--- src/hw/rtl/ktpa_pkg.sv ---
// shared types and constants for the kerned text pen-advance engine
package ktpa_pkg;

   localparam int GLYPH_COUNT_DEF = 96;
   localparam int PEN_BITS_DEF    = 16;
   localparam int CHAR_OFFSET     = 32;
   localparam int KERN_GAP        = 2;
   localparam int IDX_W           = 7;
   localparam int SPACE_W         = 6;
   localparam int CMD_DEPTH       = 4;
   localparam int RSP_DEPTH       = 2;

   typedef enum logic [1:0] {
      OP_LOAD   = 2'd0,
      OP_BEGIN  = 2'd1,
      OP_CHAR   = 2'd2,
      OP_FINISH = 2'd3
   } op_type;

   typedef enum logic [2:0] {
      CMD_LOAD,
      CMD_BEGIN,
      CMD_SPACE,
      CMD_DRAW,
      CMD_FINISH
   } cmd_kind_type;

   typedef struct packed {
      op_type             opcode;
      logic [IDX_W-1:0]   table_prev;
      logic [IDX_W-1:0]   table_next;
      logic signed [7:0]  table_value;
      logic signed [15:0] start_x;
      logic signed [7:0]  char_code;
   } req_type;

   typedef struct packed {
      logic signed [15:0] pen_x;
      logic [IDX_W-1:0]   glyph_index;
      logic               draw_glyph;
      logic               is_total;
   } rsp_type;

   typedef struct packed {
      cmd_kind_type       kind;
      logic [IDX_W-1:0]   tbl_prev;
      logic [IDX_W-1:0]   tbl_next;
      logic signed [7:0]  value;
      logic signed [15:0] start_x;
   } cmd_type;

endpackage

--- src/hw/rtl/ktpa_front.sv ---
// front end: takes request beats, maps codes to glyphs, tracks the previous glyph
module ktpa_front
   import ktpa_pkg::*;
#(
   parameter int GLYPH_COUNT = GLYPH_COUNT_DEF
) (
   input  logic    clock,
   input  logic    reset,
   input  logic    push,
   input  req_type req_item,
   output logic    full,
   output logic    cmd_push,
   output cmd_type cmd_item,
   input  logic    cmd_full
);

   localparam int GIDX_W = (GLYPH_COUNT > 1) ? $clog2(GLYPH_COUNT) : 1;

   logic [GIDX_W-1:0]  prev_ff, prev_in;
   logic               take;
   logic signed [8:0]  code_diff;
   logic [GIDX_W-1:0]  glyph;
   logic               load_ok;

   assign full = cmd_full;
   assign take = push && !cmd_full;

   // code minus offset, clamped into the glyph range
   always_comb begin
      code_diff = 9'(req_item.char_code) - 9'sd32;
      if (code_diff < 0) begin
         glyph = '0;
      end else if (int'(code_diff) > GLYPH_COUNT - 1) begin
         glyph = GIDX_W'(GLYPH_COUNT - 1);
      end else begin
         glyph = code_diff[GIDX_W-1:0];
      end
   end

   assign load_ok = (int'(req_item.table_prev) < GLYPH_COUNT)
                 && (int'(req_item.table_next) < GLYPH_COUNT);

   always_comb begin
      prev_in           = prev_ff;
      cmd_push          = 1'b0;
      cmd_item.kind     = CMD_LOAD;
      cmd_item.tbl_prev = IDX_W'(prev_ff);
      cmd_item.tbl_next = IDX_W'(glyph);
      cmd_item.value    = req_item.table_value;
      cmd_item.start_x  = req_item.start_x;
      case (req_item.opcode)
         OP_LOAD: begin
            cmd_item.tbl_prev = req_item.table_prev;
            cmd_item.tbl_next = req_item.table_next;
            cmd_push          = take && load_ok;
         end
         OP_BEGIN: begin
            cmd_item.kind = CMD_BEGIN;
            cmd_push      = take;
            if (take) begin
               prev_in = '0;
            end
         end
         OP_CHAR: begin
            cmd_push = take;
            if (glyph == '0) begin
               cmd_item.kind = CMD_SPACE;
            end else begin
               cmd_item.kind = CMD_DRAW;
               if (take) begin
                  prev_in = glyph;
               end
            end
         end
         default: begin
            cmd_item.kind = CMD_FINISH;
            cmd_push      = take;
         end
      endcase
   end

   always_ff @(posedge clock) begin
      if (reset) begin
         prev_ff <= '0;
      end else begin
         prev_ff <= prev_in;
      end
   end

endmodule

--- config.mk ---
export PLATFORM = sky130hd
export DESIGN_NAME = ktpa_front
export DESIGN_NICKNAME = d
export VERILOG_FILES = /design/src/hw/rtl/ktpa_pkg.sv /design/src/hw/rtl/ktpa_front.sv
export SDC_FILE = /design/constraint.sdc
export NUM_CORES = 1
export LEC_CHECK = 0
export BUFFER_PORTS_ARGS = -buffer_cell sky130_fd_sc_hd__buf_4
export CORE_MARGIN = 2
export CORE_UTILIZATION = 38
export DETAILED_ROUTE_END_ITERATION = 8
export GPL_TIMING_DRIVEN = 0
export PLACE_DENSITY = 0.82
export SYNTH_ARGS = -nofsm -noshare
export SYNTH_HDL_FRONTEND = slang
export SYNTH_SLANG_ARGS = --single-unit
--- constraint.sdc ---
create_clock -name clock -period 3.3 [get_ports clock]
set_clock_uncertainty 0.15 [all_clocks]
set_input_delay 0.99 -clock clock [delete_from_list [all_inputs] [get_ports clock]]
set_output_delay 0.99 -clock clock [all_outputs]
set_load 0.05 [all_outputs]
# Word-level counts from Yosys, hierarchy flattened
# Index checks and enable logic that the tools add are counted.
# Widths: inputs -> output; s select.
# word_totals
register_bits,7
input_bits,52
out_inout_bits,43
wordCells,29
# op_classes
addsub,1
order_cmp,4
eq_ne,5
n_mux,10
n_reduce_logical,8
# op_table
op,count
$mux 7,5
$lt 7x7->1 const B,2
$mux 14,1
$pmux 7 s2,1
$gt 9x8->1 const B,1
$lt 9x1->1 const B,1
$pmux 3 s3,1
$sub 8x7->9 const B,1
$logic_not 7->1,1
$ne 2x2->1 const B,3
$reduce_and 4->1,1
$logic_and 1x1->1,3
$eq 2x1->1 const B,1
$eq 2x2->1 const B,1
$logic_not 2->1,1
$mux 1,2
$reduce_bool 2->1,1
$logic_not 1->1,1

# Depth between registers and ports, before layout
# depth
depth_word,7
depth_mapped,7
ltp_nobuf,6

# Worst setup path before layout
# No wires, ideal clock.
# synth_path
path_kind,input to output
startpoint,input port req_item[6] (netlist name)
endpoint,output port cmd_item[25] (netlist name)
arrival_time_ps,2691
required_ps,2160
slack_ps,-531
stages,5
n_path_buf,1
cell_sequence,inv_1 > ha_1 > clkbuf_1 > o22ai_1 > o21ai_0
# synth_rtl
element,line_no,source
start: declaration,ktpa_front.sv:10,"input req_type req_item,"
end: declaration,ktpa_front.sv:13,"output cmd_type cmd_item,"

==> reports/metrics.json <==
{
  "max_stage_delay_ps": 280,
  "die-height_microns": 53.8,
  "coreArea_sq_mm": 0.00241,
  "synth_enable_flop_cells": 0,
  "hold_path.class": "reg -> reg",
  "crit_path_capture_type": "output port",
  "ys_ff_latch": 7,
  "critical_path.max_fanout": 10,
  "worstPathRequired_ps": 2160,
  "top_flip_flop_cell_by_instance_count_after_synthesis": "dfxtp_1",
  "root_buffer": "clkbuf_4",
  "worst-setup-path-type": "in -> out",
  "clock_tree.buffer_depth": 2,
  "routed_wirelength_mm": 2.52,
  "layout-drive-gt1-share": 0.674,
  "fin_ws_ps": -13.2,
  "p_sw_frac": 0.459,
  "grt_max_degree": 11,
  "yosys.area.top_type": "buf_4",
  "p_sw_uw": 203,
  "synth_largest_type_area_fraction": 0.207,
  "initial_utilization": 0.390,
  "synthesis.yosys.warnings": 0,
  "share_clk_of_total_power": 0.187,
  "largest_reg_flops": 7,
  "power_density_mw_per_mm2": 279,
  "intPower_uw": 239,
  "clock-sinks": 7,
  "power_uw": 442,
  "placement.io_buffers": 67,
  "critPathArrivalTime_ps": 2170,
  "nets": 242,
  "post-route-period-util": 1.00,
  "tritoncts_clock_tree": "done",
  "grt_pass1_wl_mm": 3.61,
  "rows": 18,
  "post_layout_nonfiller_instances": 217,
  "ir_drop_uv": 197,
  "fp.dieArea_sq_mm": 0.00289,
  "h-tree-depth": 1,
  "layout_top_registers": "prev_ff x7",
  "comb_power_share": 0.620,
  "grt_setup_unrepaired": "yes",
  "finalHoldViolations": 0,
  "synth.top_cells.by_count": "buf_4, nand2b_1, nand2_1, o21ai_0, dfxtp_1",
  "post-dp-hpwl_mm": 2.08,
  "static-leakage-power_nw": 0.753,
  "fmax_ghz": 0.302,
  "drt_drc_violations_left": 0,
  "rel_slew_slack": 0.733,
  "max-cap-violations": 0,
  "post_synth_instance_area_sq_um": 941,
  "ranking_of_synthesized_cells_by_area": "buf_4, dfxtp_1, mux2_2, nand2b_1, o21ai_0",
  "status": "finished, violations left",
  "placed_area_sq_mm": 0.00151,
  "min_period_ps": 3310,
  "dpl.cell_count": 212,
  "syn_avg_cell_area_sq_um": 8.18,
  "postCtsHoldBufs": 0,
  "grt.overflow.total": 0,
  "clock_insertion_delay_worst_skew_ps": 260,
  "synth.most_common_cell": "buf_4",
  "die_width_microns": 53.8,
  "synth.distinct_cells": 38,
  "worst_pin_slew_ps": 399,
  "synth-seq-area-share": 0.149,
  "via_count_of_the_first_global_routing_pass": 868,
  "chain_of_cells_forming_the_critical_path": "buf_4 -> inv_1 -> ha_1 -> clkbuf_4 -> nor4_2 -> a22o_1 -> buf_6",
  "initial_antenna_violation_count": 0,
  "synthesized_instance_count": 115,
  "synth-async-reset-ratio": 0,
  "drt_iter0_drc": 16,
  "vias_per_cell": 4.74,
  "diode_count": 0,
  "drt_pass1_iterations": 4,
  "top_register": "prev_ff",
  "final_antenna_net_count": 0,
  "cp_max_delay_cell": "nor4_2",
  "final_setup_fails": 1,
  "place.gp.congestion": 0.805,
  "violated_checks": "setup timing",
  "routed-via-count": 1029,
  "final_area_sq_mm": 0.00158,
  "cts.reportedPaths.clkPinSlew_ps": 50,
  "synth.net_count": 169,
  "sequentialPowerShare": 0.193,
  "track_usage": 0.168,
  "layout-area-overhead-vs-synth_pct": 68.2,
  "startpoint_type": "input pin",
  "cts_inserted_buffers": 3,
  "top_level_ports": 95,
  "avgRoutedWirePerCell_microns": 11.6,
  "drv_slew": 0
}
## routing by layer
metal	GRT usage	up-vias	share of wire
met4	0.0641	0	0.0099
li1	-	521	-
met2	0.295	63	0.47
met3	0.0167	2	0.10
met1	0.209	443	0.41
met5	0	-	0
## critical path: cells and delay by family
kind | cells | cell delay (ps)
simple gates | 1 | 280
compound gates | 1 | 200
buf+inv | 4 | 510
fa+ha+maj | 1 | 200
## logic make-up (layout without fill, tap and decap cells)
kind of cell | count (synthesis) | in the layout | share of synthesized area
compound gates | 28 | 28 | 0.219
fa+ha+maj | 2 | 2 | 0.0266
buf+inv | 35 | 107 | 0.261
flops | 7 | 7 | 0.149
mux | 9 | 9 | 0.104
simple gates | 34 | 34 | 0.241
## placed cells by master, fill, tap and decap left out, types with 2 or more instances in the layout
cell type and instances:
a22o_1 2, buf_4 92, buf_6 4, clkbuf_4 4, dfxtp_1 7, ha_1 2
inv_1 4, mux2_2 6, mux2i_1 3, nand2_1 8, nand2b_1 9, nor2_1 2
nor3_2 2, o211ai_1 2, o21ai_0 2, o21ai_1 4, o21ai_2 7, o22ai_1 4
## layout make-up
cell class	count	area [sq um]
plain buffers	31	236
flip-flops and latches	7	140
inverters	4	15.0
fillers	181	827
clock buffers	4	26.3
multi-input cells	73	602
well taps	30	37.5
repair buffers	68	526
## per-stage QoR
step                      utilization  setup WS (ps)  TNS (ps)  hold WS, ps
after floorplan                     -           -155      -155          290
after global placement          0.628           -114      -632          307
after detailed placement        0.628           -125      -680          309
after CTS                       0.651           3.28         0          318
after global routing            0.657          -55.4      -105          352
final                           0.657          -13.2     -13.2          319
## power groups by stage
| stage | clock, mW | combinational, mW | sequential (mW) |
|---|---|---|---|
| 2_1_floorplan | 0 | 0.187 | 0.0870 |
| 3_3_place_gp | 0 | 0.265 | 0.0871 |
| 3_5_place_dp | 0 | 0.267 | 0.0871 |
| 4_1_cts | 0.0835 | 0.272 | 0.0853 |
| 5_1_grt | 0.0876 | 0.288 | 0.0853 |
| 6_report | 0.0825 | 0.274 | 0.0853 |
## final timing paths
path | end | depth (start not counted) | startpoint | slack [ps]
worst max-delay path | cmd_item[29] | 7 | req_item[6] | -10
worst min-delay path | prev_ff[1] | 2 | prev_ff[1] | 320
worst max register to register | prev_ff[6] | 2 | prev_ff[6] | 2470
worst min register to register | prev_ff[1] | 2 | prev_ff[1] | 320
## what timing repair did
action	CTS	global route
gates cloned	0	0
setup buffers	0	1
endpoints found under the setup margin	9	8
pin swaps	1	1
resized for setup	8	3
No activity file was read; power rests on OpenSTA's default activity.
