### config.mk
export PLATFORM = sky130hd
export DESIGN_NAME = ktpa_fifo
export DESIGN_NICKNAME = d
export VERILOG_FILES = /design/src/hw/rtl/ktpa_pkg.sv /design/src/hw/rtl/ktpa_fifo.sv
export SDC_FILE = /design/constraint.sdc
export NUM_CORES = 1
export LEC_CHECK = 0
export BUFFER_PORTS_ARGS = -buffer_cell sky130_fd_sc_hd__buf_4
export CAP_MARGIN = 20
export CORE_ASPECT_RATIO = 2
export CORE_MARGIN = 5
export CORE_UTILIZATION = 50
export DETAILED_ROUTE_END_ITERATION = 10
export MAX_ROUTING_LAYER = met4
export PLACE_DENSITY = 0.71
export SLEW_MARGIN = 15
export SYNTH_ARGS = -nofsm -noshare
export SYNTH_HDL_FRONTEND = slang
export SYNTH_SLANG_ARGS = --single-unit
export TNS_END_PERCENT = 5
### constraint.sdc
create_clock -name clock -period 2.3 [get_ports clock]
set_input_delay 0.115 -clock clock [delete_from_list [all_inputs] [get_ports clock]]
set_output_delay 0.115 -clock clock [all_outputs]
set_load 0.02 [all_outputs]
### src/hw/rtl/ktpa_pkg.sv
// shared types and constants for the kerned text pen-advance engine
package ktpa_pkg;

   localparam int GLYPH_COUNT_DEF = 96;
   localparam int PEN_BITS_DEF    = 16;
   localparam int CHAR_OFFSET     = 32;
   localparam int KERN_GAP        = 2;
   localparam int IDX_W           = 7;
   localparam int SPACE_W         = 6;
   localparam int CMD_DEPTH       = 4;
   localparam int RSP_DEPTH       = 2;

   typedef enum logic [1:0] {
      OP_LOAD   = 2'd0,
      OP_BEGIN  = 2'd1,
      OP_CHAR   = 2'd2,
      OP_FINISH = 2'd3
   } op_type;

   typedef enum logic [2:0] {
      CMD_LOAD,
      CMD_BEGIN,
      CMD_SPACE,
      CMD_DRAW,
      CMD_FINISH
   } cmd_kind_type;

   typedef struct packed {
      op_type             opcode;
      logic [IDX_W-1:0]   table_prev;
      logic [IDX_W-1:0]   table_next;
      logic signed [7:0]  table_value;
      logic signed [15:0] start_x;
      logic signed [7:0]  char_code;
   } req_type;

   typedef struct packed {
      logic signed [15:0] pen_x;
      logic [IDX_W-1:0]   glyph_index;
      logic               draw_glyph;
      logic               is_total;
   } rsp_type;

   typedef struct packed {
      cmd_kind_type       kind;
      logic [IDX_W-1:0]   tbl_prev;
      logic [IDX_W-1:0]   tbl_next;
      logic signed [7:0]  value;
      logic signed [15:0] start_x;
   } cmd_type;

endpackage

### src/hw/rtl/ktpa_fifo.sv
// small register-based queue
module ktpa_fifo
   import ktpa_pkg::*;
#(
   parameter int WIDTH = 8,
   parameter int DEPTH = 4
) (
   input  logic             clock,
   input  logic             reset,
   input  logic             wr_en,
   input  logic [WIDTH-1:0] wr_data,
   output logic             full,
   input  logic             rd_en,
   output logic [WIDTH-1:0] rd_data,
   output logic             empty
);

   localparam int PTR_W = (DEPTH > 1) ? $clog2(DEPTH) : 1;
   localparam int CNT_W = $clog2(DEPTH + 1);

   logic [WIDTH-1:0] slot_ff [DEPTH];
   logic [PTR_W-1:0] wr_ptr_ff, wr_ptr_in;
   logic [PTR_W-1:0] rd_ptr_ff, rd_ptr_in;
   logic [CNT_W-1:0] count_ff, count_in;
   logic             do_wr, do_rd;

   assign full    = (count_ff == CNT_W'(DEPTH));
   assign empty   = (count_ff == '0);
   assign do_wr   = wr_en && !full;
   assign do_rd   = rd_en && !empty;
   assign rd_data = slot_ff[rd_ptr_ff];

   always_comb begin
      wr_ptr_in = wr_ptr_ff;
      rd_ptr_in = rd_ptr_ff;
      count_in  = count_ff;
      if (do_wr) begin
         wr_ptr_in = (wr_ptr_ff == PTR_W'(DEPTH - 1)) ? '0 : wr_ptr_ff + PTR_W'(1);
      end
      if (do_rd) begin
         rd_ptr_in = (rd_ptr_ff == PTR_W'(DEPTH - 1)) ? '0 : rd_ptr_ff + PTR_W'(1);
      end
      if (do_wr && !do_rd) begin
         count_in = count_ff + CNT_W'(1);
      end else if (do_rd && !do_wr) begin
         count_in = count_ff - CNT_W'(1);
      end
   end

   always_ff @(posedge clock) begin
      if (reset) begin
         wr_ptr_ff <= '0;
         rd_ptr_ff <= '0;
         count_ff  <= '0;
      end else begin
         wr_ptr_ff <= wr_ptr_in;
         rd_ptr_ff <= rd_ptr_in;
         count_ff  <= count_in;
      end
   end

   always_ff @(posedge clock) begin
      if (do_wr) begin
         slot_ff[wr_ptr_ff] <= wr_data;
      end
   end

endmodule

=== Word level (Yosys, flattened, before mapping) ===
Memories as Yosys holds them, arrays and structs flattened. A register that Yosys moved wholly into a read port is not among the register bits.
Cells that the tools add are included.

* Bits of input ports: 12
* Memories kept: 1
* RAM bits: 32
* Register bits after elaboration: 7
* Word-level logic and storage cells: 29

{| class="wikitable"
|+ Memory list
! name !! words !! width !! rd ports !! clocked after Yosys merged registers in !! wr ports !! RTL line !! text
|-
| slot_ff || 4 || 8 || 1 || 1 || 1 || ktpa_fifo.sv:21 || <nowiki>logic [WIDTH-1:0] slot_ff [DEPTH];</nowiki>
|}

* Add/sub/neg operators: 4
* Reduce and logical (&&, ||, !) cells: 10
* Multiplexer cells: 8
* Equality and inequality tests: 3

{| class="wikitable"
|+ Operators by type and width
! kind !! count
|-
| 2-bit 2-to-1 mux || 4
|-
| 3-bit 2-to-1 mux || 2
|-
| 2-bit by 1-bit adder with 2-bit output (second input constant) || 2
|-
| 2-bit equality test (second input constant) || 2
|-
| 1-bit logical AND || 4
|-
| 1-bit zero test || 4
|-
| 3-bit by 1-bit adder with 3-bit output (second input constant) || 1
|-
| 3-bit equality test (second input constant) || 1
|-
| 3-bit zero test || 1
|-
| 3-bit by 1-bit subtractor with 3-bit output (second input constant) || 1
|-
| 1-bit 2-to-1 mux || 2
|-
| 2-bit nonzero test || 1
|}

=== Depth between registers and ports, before layout ===
Gate-level depths: netlist of run 1.

* Depth after elaboration: 7
* Depth in mapped cells: 10

=== Worst setup path before layout of run 1 ===
Ideal clock, no wire load.

* Kind: register -> register
* Start: register count_ff[0]
* End: register count_ff[2]
* Cell stages (with the launch flop): 11
* Data arrival time: 2.124 ns
* Setup slack: 0.106 ns
* Library setup time: 0.070 ns
* Period minus slack after synthesis: 2.194 ns
* Cell sequence: dfxtp_1 or3b_1 buf_6 clkinv_4 nor2_2 ha_1 inv_1 fa_1 xor2_1 or3_2 a21oi_1

* Word-level cells in the longest chain between the ends: 6
* Elaborated cells between the ends (all ways): 15
* Classes of those cells: add/sub: 2; eq/ne: 1; mux: 2; reduce/logical: 10

{| class="wikitable"
|+ Ends and longest elaborated chain
! item !! RTL line !! text
|-
| start, declared || ktpa_fifo.sv:24 || <nowiki>logic [CNT_W-1:0] count_ff, count_in;</nowiki>
|-
| start signal, assigned || ktpa_fifo.sv:58 || <nowiki>count_ff <= count_in;</nowiki>
|-
| 3-bit equality test (*) || ktpa_fifo.sv:27 || <nowiki>assign full = (count_ff == CNT_W'(DEPTH));</nowiki>
|-
| named net full || ktpa_fifo.sv:12 || <nowiki>output logic full,</nowiki>
|-
| 1-bit zero test (*) || ktpa_fifo.sv:29 || <nowiki>assign do_wr = wr_en && !full;</nowiki>
|-
| 1-bit logical AND (*) || ktpa_fifo.sv:29 ||
|-
| named net do_wr || ktpa_fifo.sv:25 || <nowiki>logic do_wr, do_rd;</nowiki>
|-
| 1-bit zero test || ktpa_fifo.sv:45 || <nowiki>end else if (do_rd && !do_wr) begin</nowiki>
|-
| 1-bit logical AND || ktpa_fifo.sv:45 ||
|-
| 2-bit nonzero test (no line) || - ||
|}

The timed path passes the listed nets; every way through them passes the cells marked *. The select of a mux whose other input is x is not followed.
A chain may end at the register's enable or synchronous reset.

=== Worst setup path in the final report of run 1 ===
* Start: register count_ff[2]
* End: register count_ff[2]

* Word-level cells in the longest chain between the ends: 6
* Elaborated cells between the ends (all ways): 15
* Classes of those cells: add/sub: 2; eq/ne: 1; mux: 2; reduce/logical: 10

{| class="wikitable"
|+ Ends and longest elaborated chain
! item !! RTL line
|-
| 3-bit equality test (*) || ktpa_fifo.sv:27
|-
| 1-bit zero test (*) || ktpa_fifo.sv:29
|-
| 1-bit logical AND (*) || ktpa_fifo.sv:29
|-
| named net do_wr || ktpa_fifo.sv:25
|-
| 1-bit zero test || ktpa_fifo.sv:45
|-
| 1-bit logical AND || ktpa_fifo.sv:45
|-
| 2-bit nonzero test (no line) || -
|}

Marks and branches as above.

==> results of run 1 <==
==> kinds of logic (layout without fill, tap and decap cells) <==
| family | Yosys count | after routing | synth area share |
|---|---|---|---|
| flops | 41 | 41 | 0.694 |
| xor+xnor | 2 | 2 | 0.0106 |
| compound gates | 7 | 7 | 0.0304 |
| fa+ha+maj | 7 | 7 | 0.0578 |
| simple gates | 16 | 16 | 0.0570 |
| buf+inv | 9 | 35 | 0.0289 |
| mux | 10 | 10 | 0.122 |
==> path summary, 6_finish.rpt <==
check	cells after the start	from	end	slack, ns
hold reg to reg	2	rd_ptr_ff[0]	flop	0.52
setup / recovery	9	count_ff[2]	count_ff[2]	0.11
hold / removal	1	wr_data[0]	slot_ff[3][0]	0.02
setup reg to reg	9	count_ff[2]	count_ff[2]	0.11
==> layer usage <==
| metal | vias up | global-route usage |
|---|---|---|
| met5 | - | - |
| met4 | 0 | 0.0512 |
| met3 | 7 | 0.0393 |
| met2 | 22 | 0.207 |
| met1 | 431 | 0.150 |
| li1 | 401 | - |
==> cells in the final DEF (no fill, tap or decap), drive strengths merged, types with 3 or more instances in the layout <==
cell and count:
edfxtp 32, a21oi 3, mux4 8, buf 22
and3 4, ha 6, clkbuf 5, inv 4
dfxtp 9, nor2 4
==> registers in the layout, indices dropped and copies added (netlist names), named ones only <==
name	flops
count_ff	3
wr_ptr_ff	2
rd_ptr_ff	2
slot_ff	32
==> power by group through the flow <==
stage | sequential (mW) | clock [mW] | combinational [mW]
after global routing | 1.03 | 0.716 | 0.638
after global placement | 1.01 | 0 | 0.565
after CTS | 1.00 | 0.680 | 0.587
after floorplan | 0.960 | 0 | 0.435
after detailed placement | 1.02 | 0 | 0.586
final | 1.01 | 0.668 | 0.586
==> what timing repair did <==
| action | 4_1_cts | 5_1_grt |
|---|---|---|
| gates resized for setup | 0 | 5 |
| setup endpoints to repair | 0 | 1 |
| hold buffers | 0 | 0 |
==> through the flow <==
step	utilization	setup slack (ns)	hold WS (ns)	power, mW	area [um2]
after floorplan	-	0.106	0.214	1.39	1650
after global placement	0.572	0.106	0.314	1.57	1830
after detailed placement	0.572	0.0214	0.322	1.60	1830
after CTS	0.614	0.0102	0.0198	2.27	1960
after global routing	0.618	0.0140	0.0124	2.38	1970
final	0.618	0.108	0.0238	2.26	1970
==> final cells by class <==
class	count	share of cell area
clock buffer	5	0.0349
tap	31	0.0196
multi-input combinational	42	0.237
clock inverter	3	0.0330
timing repair buffer	22	0.0837
inverter	5	0.0120
sequential	41	0.580
==> impl_metrics.csv, run 1 <==
group,metric,value,unit
hold_path,hp-class,"in -> reg",
global_routing,grt_pass1_wl,4.44,mm
pwr,power.switching,0.621,mW
die,rows,29,
setup_path,cp_max_fo,5,
pwr,vdd_drop_max,0.839,mV
timing,setup_viol,0,
final_layout,fill_cells,244,
global_routing,grt_util_all_layers,0.130,
logic_synthesis,synthTopCellsByArea,"edfxtp_1 (58%), dfxtp_1 (11%), mux4_2 (11%), ha_1 (4.6%), and3_2 (1.8%)",
setup_path,crit_chain,"or3b_4 -> clkinv_4 -> nor2_2 -> ha_1 -> inv_1 -> fa_1 -> xor2_1 -> or3_2 -> a21oi_1",
timing,tns,0,ns
timing,fin_crit_sh,0.953,
logic_synthesis,synth_top_cell_area_share,0.584,
clock_tree,postCtsSetupBuffers,0,
timing,finalMaxSlewViolations,0,
timing,hold_viol,0,
logic_synthesis,synth_cell_types,26,
final_layout,insertedDiodeCount,0,
clock_tree,worstSkewPairLatency,0.29,ns
logic_synthesis,synth.yosys.seq_area_share,0.694,
pwr,intPower,1.64,mW
drt,vias,861,
final_layout,area_growth,20.0,%
logic_synthesis,synthFlopType,"edfxtp_1",
clock_tree,cts_tree,"done",
die,chipHeight,91.1,um
setup_path,critPathLaunchType,"flop",
setup_path,cp_data_arrival_time,2.40,ns
drt,antenna_left,0,
logic_synthesis,synth_area_leader_cell,"edfxtp_1",
logic_synthesis,yosysMostFrequentCell,"edfxtp_1",
clock_tree,htreeDepth,2,
clock_tree,cts_buffers,5,
logic_synthesis,async_flop_share,0,
drt,drtIter0Drc,10,
pwr,combinationalPowerShare,0.259,
final_layout,fin_cells,149,
pwr,p_per_area,1150,mW/mm2
logic_synthesis,avgSynthCellArea,17.9,um2
setup_path,worst_path_largest_cell_delay,0.40,ns
global_routing,grt_pass1_vias,893,
pwr,switching_share,0.275,
logic_synthesis,synth-edff-count,32,
clock_tree,root_buffer,"clkbuf_8",
setup_path,critPathCaptureType,"flop",
drt,drc,0,
setup_path,crit_type,"reg -> reg",
logic_synthesis,synth_seq_cells,41,
setup_path,required,2.51,ns
timing,fin_skew,0.00709,ns
global_routing,grt-ovfl-total,0,
drt,top_layer_used,"met4",
setup_path,worst-path-buf-inv,2,
timing,rsz0062_at_grt,"no",
global_routing,grt_max_degree,14,
timing,max_freq,0.456,GHz
timing,finalCriticalPeriod,2.19,ns
drt,detail_route.wl_per_cell,17.8,um
drt,wl_met3,122,um
die,die-area,0.00461,mm2
logic_synthesis,yosys_warnings,0,
timing,tightestPinTransition,0.546,ns
drt,drt-vias-per-instance,5.78,
run_status,status,"complete, no violations",
drt,dr.pass1.iters,4,
final_layout,fin_nets,136,
global_routing,antenna_found_initial,0,
die,die_w,50.6,um
final_layout,drive_gt1_frac,0.432,
logic_synthesis,synth_nets,111,
placement,gp_congestion,0.747,
placement,io_buffers,21,
timing,relSlewSlack,0.636,
flow_run,max-cap-violations,0,
logic_synthesis,syn_area,0.00165,mm2
setup_path,critPathSlowestCell,"or3_2",
pwr,p_leak,0.740,nW
final_layout,seq_area,0.00114,mm2
logic_synthesis,synth_cells,92,
clock_tree,clockBufferDepth,2,
clock_tree,cts.clk_slew.worst_paths,0.08,ns
placement,hpwl,1.95,mm
pwr,seq_power_share,0.445,
drt,dr_wl_met2,1.51,mm
die,initial_core_util,0.515,
die,core,0.00319,mm2
logic_synthesis,synthTopCellsByCount,"edfxtp_1 (32), dfxtp_1 (9), mux4_2 (8), ha_1 (6)",
placement,dpl.cell_count,141,
pwr,pwr-share-clk,0.295,
clock_tree,cts_sinks,41,
drt,wl_met1,961,um
setup_path,critPathTopFamily,"simple AND/OR/NAND/NOR gates",
final_layout,multi_input_area,468,um2
die,pin_count,22,
drt,wirelength,2.65,mm
Power figures use the tool's default switching activity.
==> run 2: changes to the inputs <==
- MAX_ROUTING_LAYER: met4 -> default
==> impl_metrics.csv, run 2 (same netlist as run 1, synthesis figures left out) <==
group,metric,value,unit
run_status,status,"complete, no violations",
die,core,0.00319,mm2
setup_path,cp_max_fo,5,
timing,tightestPinTransition,0.546,ns
final_layout,largest_reg_flops,32,
final_layout,mostFrequentLayoutCells,"edfxtp_1 (32), buf_4 (22), mux4_2 (8), ha_1 (6), dfxtp_1 (6)",
drt,dr.pass1.iters,4,
global_routing,grt_max_degree,14,
final_layout,area_growth,20.0,%
global_routing,grt_pass1_vias,893,
setup_path,worst_path_largest_cell_delay,0.40,ns
die,pin_count,22,
drt,wirelength,2.65,mm
setup_path,cp_data_arrival_time,2.40,ns
flow_run,max-cap-violations,0,
timing,setup_viol,0,
setup_path,critPathLaunchType,"flop",
clock_tree,root_buffer,"clkbuf_8",
die,rows,29,
setup_path,critPathCaptureType,"flop",
setup_path,r2r_setup_slack,0.11,ns
timing,finalMaxSlewViolations,0,
drt,detail_route.wl_per_cell,17.8,um
drt,vias,860,
setup_path,r2r-start,"count_ff[2]",
timing,rsz0062_at_grt,"no",
final_layout,fin_nets,136,
clock_tree,cts.clk_slew.worst_paths,0.08,ns
drt,drt-vias-per-instance,5.77,
die,initial_core_util,0.515,
setup_path,crit_type,"reg -> reg",
drt,antenna_left,0,
pwr,vdd_drop_max,0.839,mV
clock_tree,cts_buffers,5,
timing,fin_skew,0.00708,ns
timing,max_freq,0.456,GHz
placement,hpwl,1.95,mm
final_layout,fill_cells,244,
timing,fin_crit_sh,0.953,
clock_tree,htreeDepth,2,
global_routing,antenna_found_initial,0,
global_routing,grt_util_all_layers,0.127,
clock_tree,clockBufferDepth,2,
setup_path,worstRegToRegCells,9,
hold_path,hp-class,"in -> reg",
timing,hold_viol,0,
clock_tree,cts_sinks,41,
drt,drc,0,
placement,gp_congestion,0.737,
final_layout,top_regs,"slot_ff x32, count_ff x3",
pwr,p_leak,0.740,nW
drt,drtIter0Drc,11,
clock_tree,hold_buffers,0,
die,die_w,50.6,um
setup_path,crit_chain,"or3b_4 -> clkinv_4 -> nor2_2 -> ha_1 -> inv_1 -> fa_1 -> xor2_1 -> or3_2 -> a21oi_1",
final_layout,fin_util,0.618,
die,die-area,0.00461,mm2
timing,relSlewSlack,0.636,
hold_path,holdPathStages,1,
die,chipHeight,91.1,um
setup_path,critPathTopFamily,"simple AND/OR/NAND/NOR gates",
hold_path,holdCritStartpoint,"wr_data[0]",
final_layout,drive_gt1_frac,0.432,
clock_tree,worstSkewPairLatency,0.29,ns
timing,finalCriticalPeriod,2.19,ns
clock_tree,cts_tree,"done",
final_layout,mostFrequentLayoutCell,"edfxtp_1",
pwr,power.total,2.26,mW
setup_path,worstReg2RegEnd,"count_ff[2]",
setup_path,required,2.51,ns
final_layout,insertedDiodeCount,0,
hold_path,hold_path_end,"slot_ff[3][0]",
global_routing,grt-ovfl-total,0,
final_layout,top_register,"slot_ff",
setup_path,critPathSlowestCell,"or3_2",
setup_path,worst-path-buf-inv,2,
timing,tns,0,ns
global_routing,grt_pass1_wl,4.44,mm
placement,io_buffers,21,
pwr,p_per_area,1150,mW/mm2
## run 2: cell counts in the layout (fill, tap and decap cells not counted)
No cell type changed its count.
## run 2: per-layer routing
metal,up-vias,track usage,routed length [um]
met5,-,0,0
met4,0,0.0512,59
met3,6,0.0393,120
met2,22,0.207,1510
met1,431,0.150,961
li1,401,-,-
## run 2: report_power, final
group	internal [mW]	switching [mW]
Clock	0.431	0.237
Sequential	0.908	0.0994
Combinational	0.301	0.285
## run 2: area by class of cell
type	count	area, um2	area share
Sequential cell	41	1140	0.580
Multi-Input combinational cell	42	468	0.237
Timing Repair Buffer	22	165	0.0837
Clock buffer	5	68.8	0.0349
Clock inverter	3	65.1	0.0330
Tap cell	31	38.8	0.0196
Inverter	5	23.8	0.0120
## run 2: repair_timing
action                                  4_1_cts  5_1_grt
hold endpoints to repair                      0        0
endpoints found under the setup margin        0        1
resized for setup                             0        5
buffers inserted                              0        0
## run 2: worst max path at each step
stage	startpoint	to	slack [ns]	cells after the start
after detailed placement	count_ff[0]	count_ff[2]	0.02	9
after floorplan	count_ff[0]	count_ff[2]	0.11	10
after global routing	count_ff[2]	count_ff[2]	0.01	9
after global placement	count_ff[0]	count_ff[2]	0.11	9
after CTS	count_ff[0]	count_ff[2]	0.01	9
final	count_ff[2]	count_ff[2]	0.11	9
## run 2: per-stage QoR
step                      cells  hold WS, ns  worst slack, ns  cell area (um2)
final                       149       0.0237            0.108             1970
after global routing        149       0.0124           0.0140             1970
after CTS                   149       0.0198           0.0102             1960
after detailed placement    141        0.322           0.0214             1830
after global placement      141        0.314            0.106             1830
after floorplan              92        0.214            0.106             1650
